### config.mk
export PLATFORM = sky130hd
export DESIGN_NAME = mwf_median
export DESIGN_NICKNAME = d
export VERILOG_FILES = /design/src/sv/mwf_pkg.sv /design/src/sv/mwf_median.sv
export SDC_FILE = /design/constraint.sdc
export NUM_CORES = 1
export LEC_CHECK = 0
export BUFFER_PORTS_ARGS = -buffer_cell sky130_fd_sc_hd__buf_4
export CORE_MARGIN = 3
export CORE_UTILIZATION = 33
export DETAILED_ROUTE_END_ITERATION = 8
export SYNTH_ARGS = -nofsm -noshare
export SYNTH_HDL_FRONTEND = slang
export SYNTH_SLANG_ARGS = --single-unit
### constraint.sdc
create_clock -name vclk -period 11.1
set_clock_uncertainty 0.1 [all_clocks]
set_input_delay 1.665 -clock vclk [all_inputs]
set_output_delay 1.665 -clock vclk [all_outputs]
set_load 0.005 [all_outputs]
### src/sv/mwf_pkg.sv
`default_nettype none

package mwf_pkg;

  localparam int MWF_PIX_W      = 8;
  localparam int MWF_CFG_W      = 12;
  localparam int MWF_CFG_IDX_W  = 1;
  localparam int MWF_ROW_W      = 11;
  localparam int MWF_MAX_HEIGHT = 2048;

  localparam int MWF_WINDOW     = 3;
  localparam int MWF_MAX_WIDTH  = 2048;

  localparam int MWF_RESET_WIDTH  = 640;
  localparam int MWF_RESET_HEIGHT = 480;

  // configuration register indexes
  localparam logic [MWF_CFG_IDX_W-1:0] MWF_REG_FRAME_WIDTH  = 1'b0;
  localparam logic [MWF_CFG_IDX_W-1:0] MWF_REG_FRAME_HEIGHT = 1'b1;

  typedef logic [MWF_PIX_W-1:0] pix_t;

  // position flags carried with an item through the pipeline
  typedef struct packed {
    logic centred;
    logic med_en;
    logic last;
  } mwf_flags_t;

endpackage

`default_nettype wire

### src/sv/mwf_median.sv
`default_nettype none

module mwf_median #(
  parameter int WINDOW = 3
) (
  input  wire logic [mwf_pkg::MWF_PIX_W-1:0] taps [WINDOW*WINDOW],
  output      logic [mwf_pkg::MWF_PIX_W-1:0] median
);
  import mwf_pkg::*;

  localparam int TAPS   = WINDOW * WINDOW;
  localparam int RANK_W = $clog2(TAPS);
  localparam logic [RANK_W-1:0] MID = RANK_W'(TAPS / 2);

  logic [RANK_W-1:0] rank [TAPS];

  // rank each tap: smaller values, plus equal values at lower index
  always_comb begin
    for (int i = 0; i < TAPS; i++) begin
      rank[i] = '0;
      for (int j = 0; j < TAPS; j++) begin
        if ((taps[j] < taps[i]) || ((j < i) && (taps[j] == taps[i]))) begin
          rank[i] = rank[i] + 1'b1;
        end
      end
    end
  end

  // ranks form a permutation, so exactly one tap sits at the middle
  always_comb begin
    median = '0;
    for (int i = 0; i < TAPS; i++) begin
      if (rank[i] == MID) begin
        median = median | taps[i];
      end
    end
  end

endmodule

`default_nettype wire

# Word-level counts from Yosys, hierarchy flattened
# Index checks and enable logic that the tools add are counted.
word_totals:
  ff_bits: 0
  inputBits: 72
  output_inout_bits: 8
  elab_cells: 332
classes:
  add_sub_neg: 72
  magnitude_cmp: 81
  eq_ne: 45
  n_mux: 90
  n_bitwise: 8
  reduce_logical: 36
ops:
  columns: ["operator", "count"]
  rows:
  - ["less-than comparator 8 bit", 81]
  - ["== test 8 bit", 36]
  - ["2-to-1 mux 4 bit", 72]
  - ["adder 4 x 1 -> 4 bit (second input constant)", 63]
  - ["2-to-1 mux 8 bit", 9]
  - ["bitwise OR 8 bit", 8]
  - ["== test 4 x 3 -> 1 bit (second input constant)", 9]
  - ["logical OR 1 bit", 36]
  - ["adder 1 x 1 -> 2 bit (second input constant)", 9]
  - ["2-to-1 mux 1 bit", 9]

# Depth between registers and ports, before layout
logic_depth:
  depth_word: 36
  mapped_depth: 35
  depth_no_buf: 35

# Worst setup path before layout
# No wires, ideal clock.
synth_timing:
  path_type: "input port to output port"
  startpoint: "input port taps[14] (netlist bit)"
  endpoint: "output port median[1] (netlist bit)"
  arrival_time_ns: 7.451
  required_ns: 9.335
  setup_slack_ns: 1.884
  stages: 30
  n_path_buf: 0
  cell_sequence: "inv_1 ha_1 a21o_1 a221oi_1 o211a_1 a211oi_1 ha_1 xnor2_1 ha_1 nand2b_1 a21boi_0 inv_1 ha_1 nand2_1 o21ai_0 ha_1 a22oi_1 o31a_1 inv_1 ha_1 nor2_1 a21oi_1 ha_1 xnor2_1 a21oi_1 nor4b_1 a21oi_1 nor4_2 a22oi_1 o2111ai_1"
synth_via:
  elab_chain_cells: 23
  word_cells_on_any_way: 100
  classes_between: "add/sub (16); order compare (17); eq/ne (17); mux (34); bitwise (8); reduce/logical (8)"
synth_rtl:
  columns: ["element", "line", "rtl"]
  rows:
  - ["from (decl)", "mwf_median.sv:6", "input wire logic [mwf_pkg::MWF_PIX_W-1:0] taps [WINDOW*WINDOW],"]
  - ["less-than comparator 8 bit or == test 8 bit (tied branches)", "mwf_median.sv:22", "if ((taps[j] < taps[i]) || ((j < i) && (taps[j] == taps[i]))) begin"]
  - ["logical OR 1 bit", "mwf_median.sv:22", null]
  - ["2-to-1 mux 1 bit", "mwf_median.sv:22", null]
  - ["adder 1 x 1 -> 2 bit", "mwf_median.sv:23", "rank[i] = rank[i] + 1'b1;"]
  - ["2-to-1 mux 4 bit", "mwf_median.sv:22", null]
  - ["adder 4 x 1 -> 4 bit", "mwf_median.sv:23", null]
  - ["2-to-1 mux 4 bit", "mwf_median.sv:22", null]
  - ["adder 4 x 1 -> 4 bit", "mwf_median.sv:23", null]
  - ["[... 7 more ...]", null, null]
  - ["adder 4 x 1 -> 4 bit", "mwf_median.sv:23", null]
  - ["2-to-1 mux 4 bit", "mwf_median.sv:22", null]
  - ["adder 4 x 1 -> 4 bit", "mwf_median.sv:23", null]
  - ["2-to-1 mux 4 bit", "mwf_median.sv:22", null]
  - ["== test 4 x 3 -> 1 bit", "mwf_median.sv:33", "if (rank[i] == MID) begin"]
  - ["2-to-1 mux 8 bit", "mwf_median.sv:33", null]
  - ["bitwise OR 8 bit", "mwf_median.sv:34", "median = median | taps[i];"]
  - ["2-to-1 mux 8 bit (*)", "mwf_median.sv:33", null]
  - ["to (decl)", "mwf_median.sv:7", "output logic [mwf_pkg::MWF_PIX_W-1:0] median"]
# Mark *: on every way between the ends. The rest lies on a longest branch, timed or not.

# Final worst setup path
layout_timing:
  startpoint: "input port taps[1] (netlist bit)"
  endpoint: "output port median[4] (netlist bit)"
layout_via:
  elab_chain_cells: 21
  word_cells_on_any_way: 84
  classes_between: "add/sub (8); order compare (17); eq/ne (17); mux (26); bitwise (8); reduce/logical (8)"
layout_rtl:
  columns: ["element", "line"]
  rows:
  - ["less-than comparator 8 bit or == test 8 bit (tied branches)", "mwf_median.sv:22"]
  - ["logical OR 1 bit", "mwf_median.sv:22"]
  - ["2-to-1 mux 1 bit", "mwf_median.sv:22"]
  - ["adder 1 x 1 -> 2 bit", "mwf_median.sv:23"]
  - ["2-to-1 mux 4 bit", "mwf_median.sv:22"]
  - ["adder 4 x 1 -> 4 bit", "mwf_median.sv:23"]
  - ["2-to-1 mux 4 bit", "mwf_median.sv:22"]
  - ["adder 4 x 1 -> 4 bit", "mwf_median.sv:23"]
  - ["[... 5 more ...]", null]
  - ["adder 4 x 1 -> 4 bit", "mwf_median.sv:23"]
  - ["2-to-1 mux 4 bit", "mwf_median.sv:22"]
  - ["adder 4 x 1 -> 4 bit", "mwf_median.sv:23"]
  - ["2-to-1 mux 4 bit", "mwf_median.sv:22"]
  - ["adder 4 x 1 -> 4 bit", "mwf_median.sv:23"]
  - ["2-to-1 mux 4 bit", "mwf_median.sv:22"]
  - ["== test 4 x 3 -> 1 bit", "mwf_median.sv:33"]
  - ["2-to-1 mux 8 bit (*)", "mwf_median.sv:33"]
# Marked as above.

==> impl_metrics.ini <==
[power]
p_leak_nw = 6.05
p_switching_mw = 1.23
p_per_area_nw_per_um2 = 168
switching_share_pct = 57.2
pwr-share-comb_pct = 100.0
intPower_mw = 0.920
ir_drop_mv = 0.126
seqPwrFrac_pct = 0
clkPwrFrac_pct = 0

[critical_path]
crit_required_ns = 9.34
path_common_cell = ha_1
crit_fanout = 8
critPathCaptureType = output port
arrival_ns = 9.04
cp_slowest_cell = a2111oi_0
start_kind = input port
crit_type = in -> out
crit_path_max_incr_delay_ns = 0.61

[sta]
worstMarginPinSlew_ns = 1.05
report.final.slew_viol_count = 0
rsz0062_at_grt = no
timing.final.ws_setup_ns = 0.290
fin_crit_sh_pct = 97.4
fmax_mhz = 92.5
period_minus_slack_ns = 10.81
setup_violations = 0
relSlewSlack_pct = 29.3
setup_tns_ns = 0
hold_viol = 0

[finish]
num-fill-cells = 3573
utilization_pct = 37.7
nets = 1966
clkbuf_count = 0
drive_gt1_share_pct = 11.7
regArea_sq_um = 0
seq_cells = 0
fin_cells = 1991
area_delta_synth_final_pct = 11.0
num_antenna_cells = 0

[route]
drc = 0
num_vias = 11948
ant_nets = 0
drt-pass1-iter-count = 5
routedWlPerCell_um = 22.3
drt_iter0_drc = 1013
routed_wl_um = 44400
vias_per_cell = 6.00

[die]
fp.dieW_um = 193
die-height_um = 193
die-area_sq_um = 37200
initial_core_util_pct = 34.0
num_rows = 67
core-area_sq_um = 34000
io_pins = 80

[yosys]
yosysWarnings = 0
syn_nets = 1876
synth_area_sq_um = 11500
synth_cell_type_count = 109
syn-instance-count = 1455
syn_area_per_cell_sq_um = 7.92
ys_seq_area_share_pct = 0

[min_path]
hold_path_class = in -> out
min_path_cells = 4

[flow_run]
maxCapViolations = 0

[global_routing]
grt_pass1_vias = 11133
grt_max_degree = 16
grt_overflow = 0
grt_use_total_pct = 23.2
grt_pass1_wl_um = 65800
antenna_found_initial = 0

[placement]
dp.cells = 1991
portBuffers = 80
place_ws_ns = 0.484
gp_congestion = 0.960
hpwl_um = 36000

[status]
status = complete, no violations

[clock_network]
hold_buffers = 0
cells in the mapped netlist, types with 24 or more instances:
cell type | number | share of area [%]
nor2b_1 | 41 | 2.2
a21o_1 | 25 | 1.6
nor2_1 | 66 | 2.1
a21oi_1 | 120 | 5.2
nand2_1 | 104 | 3.4
o21ai_0 | 56 | 2.4
xnor2_1 | 50 | 3.8
o211ai_1 | 28 | 1.8
nand3_1 | 39 | 1.7
and2_1 | 24 | 1.3
ha_1 | 349 | 38
inv_1 | 108 | 3.5
nand4_1 | 59 | 3.2
worst max-delay path, delay by kind of cell:
family                     cells  cell delay [ns]
muxes                          3             0.69
adders and majority gates      7             2.06
AOI/OAI and AO/OA             12             2.65
buffers and inverters          6             0.83
and+or+nand+nor                8             1.11
path summary, 6_finish.rpt:
check / slack, ns / end / from
min: 3.67 / median[1] / taps[9]
max: 0.29 / median[4] / taps[1]
placed cells by master (no fill, tap or decap), types with 6 or more instances in the layout:
cell	synthesis	layout
and2_1	24	24
buf_4	1	106
nor4b_1	6	6
and4_1	10	10
nor2_1	66	66
nor4_1	8	8
nand2_1	104	104
nor3_1	19	19
or2_2	11	11
ha_1	349	349
o21a_1	19	19
o211ai_1	28	28
xnor2_1	50	50
xnor2_2	7	7
a2111oi_0	8	6
xor2_1	23	23
a31oi_1	8	8
a21o_1	25	25
or3_1	8	8
o2111ai_1	7	7
o31ai_1	7	7
o32ai_1	11	11
a211oi_1	14	13
a22oi_1	13	13
mux2i_1	13	13
a21boi_0	6	6
nand3b_1	6	6
o21ai_0	56	56
nand2b_1	14	14
a21oi_1	120	120
nand3_1	39	39
inv_1	108	108
nor2b_1	41	41
nand4_1	59	59
and3_1	12	12
power groups by stage:
| stage | Combinational [mW] | Sequential [mW] | Clock [mW] |
|---|---|---|---|
| finish | 2.15 | 0 | 0 |
| CTS | 2.11 | 0 | 0 |
| detailed placement | 2.10 | 0 | 0 |
| global route | 2.38 | 0 | 0 |
| global placement | 2.06 | 0 | 0 |
| floorplan | 1.49 | 0 | 0 |
area by class of cell:
cell class	instances	area, sq um	area share [%]
multi-input combinational	1326	11000	86.1
tap	448	561	4.38
inverter	111	417	3.26
timing repair buffer	106	796	6.22
what timing repair did:
item,CTS,global route
buffers inserted,0,0
endpoints found under the setup margin,0,8
resized for setup,0,3
stage by stage:
stage          total power [mW]  hold slack, ns  area, sq um
6_report                   2.15            3.67        12800
2_1_floorplan              1.49            3.36        11500
3_3_place_gp               2.06            3.65        12800
3_5_place_dp               2.10            3.69        12800
4_1_cts                    2.11            3.70        12800
5_1_grt                    2.38            3.69        12800
cell families after synthesis:
logic type               count (synthesis)  synth area share [%]
AO/OA/AOI/OAI                          407                  24.9
XOR/XNOR                                96                  9.76
buffers and inverters                  129                  4.44
multiplexers                            16                  1.42
AND/OR/NAND/NOR                        458                  21.6
adder cells (fa/ha/maj)                349                  37.9
per-layer routing:
layer / part of all wire [%] / track usage (%) / up-vias
met5: 0 / 0 / -
met2: 43 / 37.7 / 565
met3: 8.9 / 3.58 / 98
met4: 4.5 / 8.37 / 0
li1: - / - / 5749
met1: 43 / 31.2 / 5536
No activity file was read; power rests on OpenSTA's default activity.
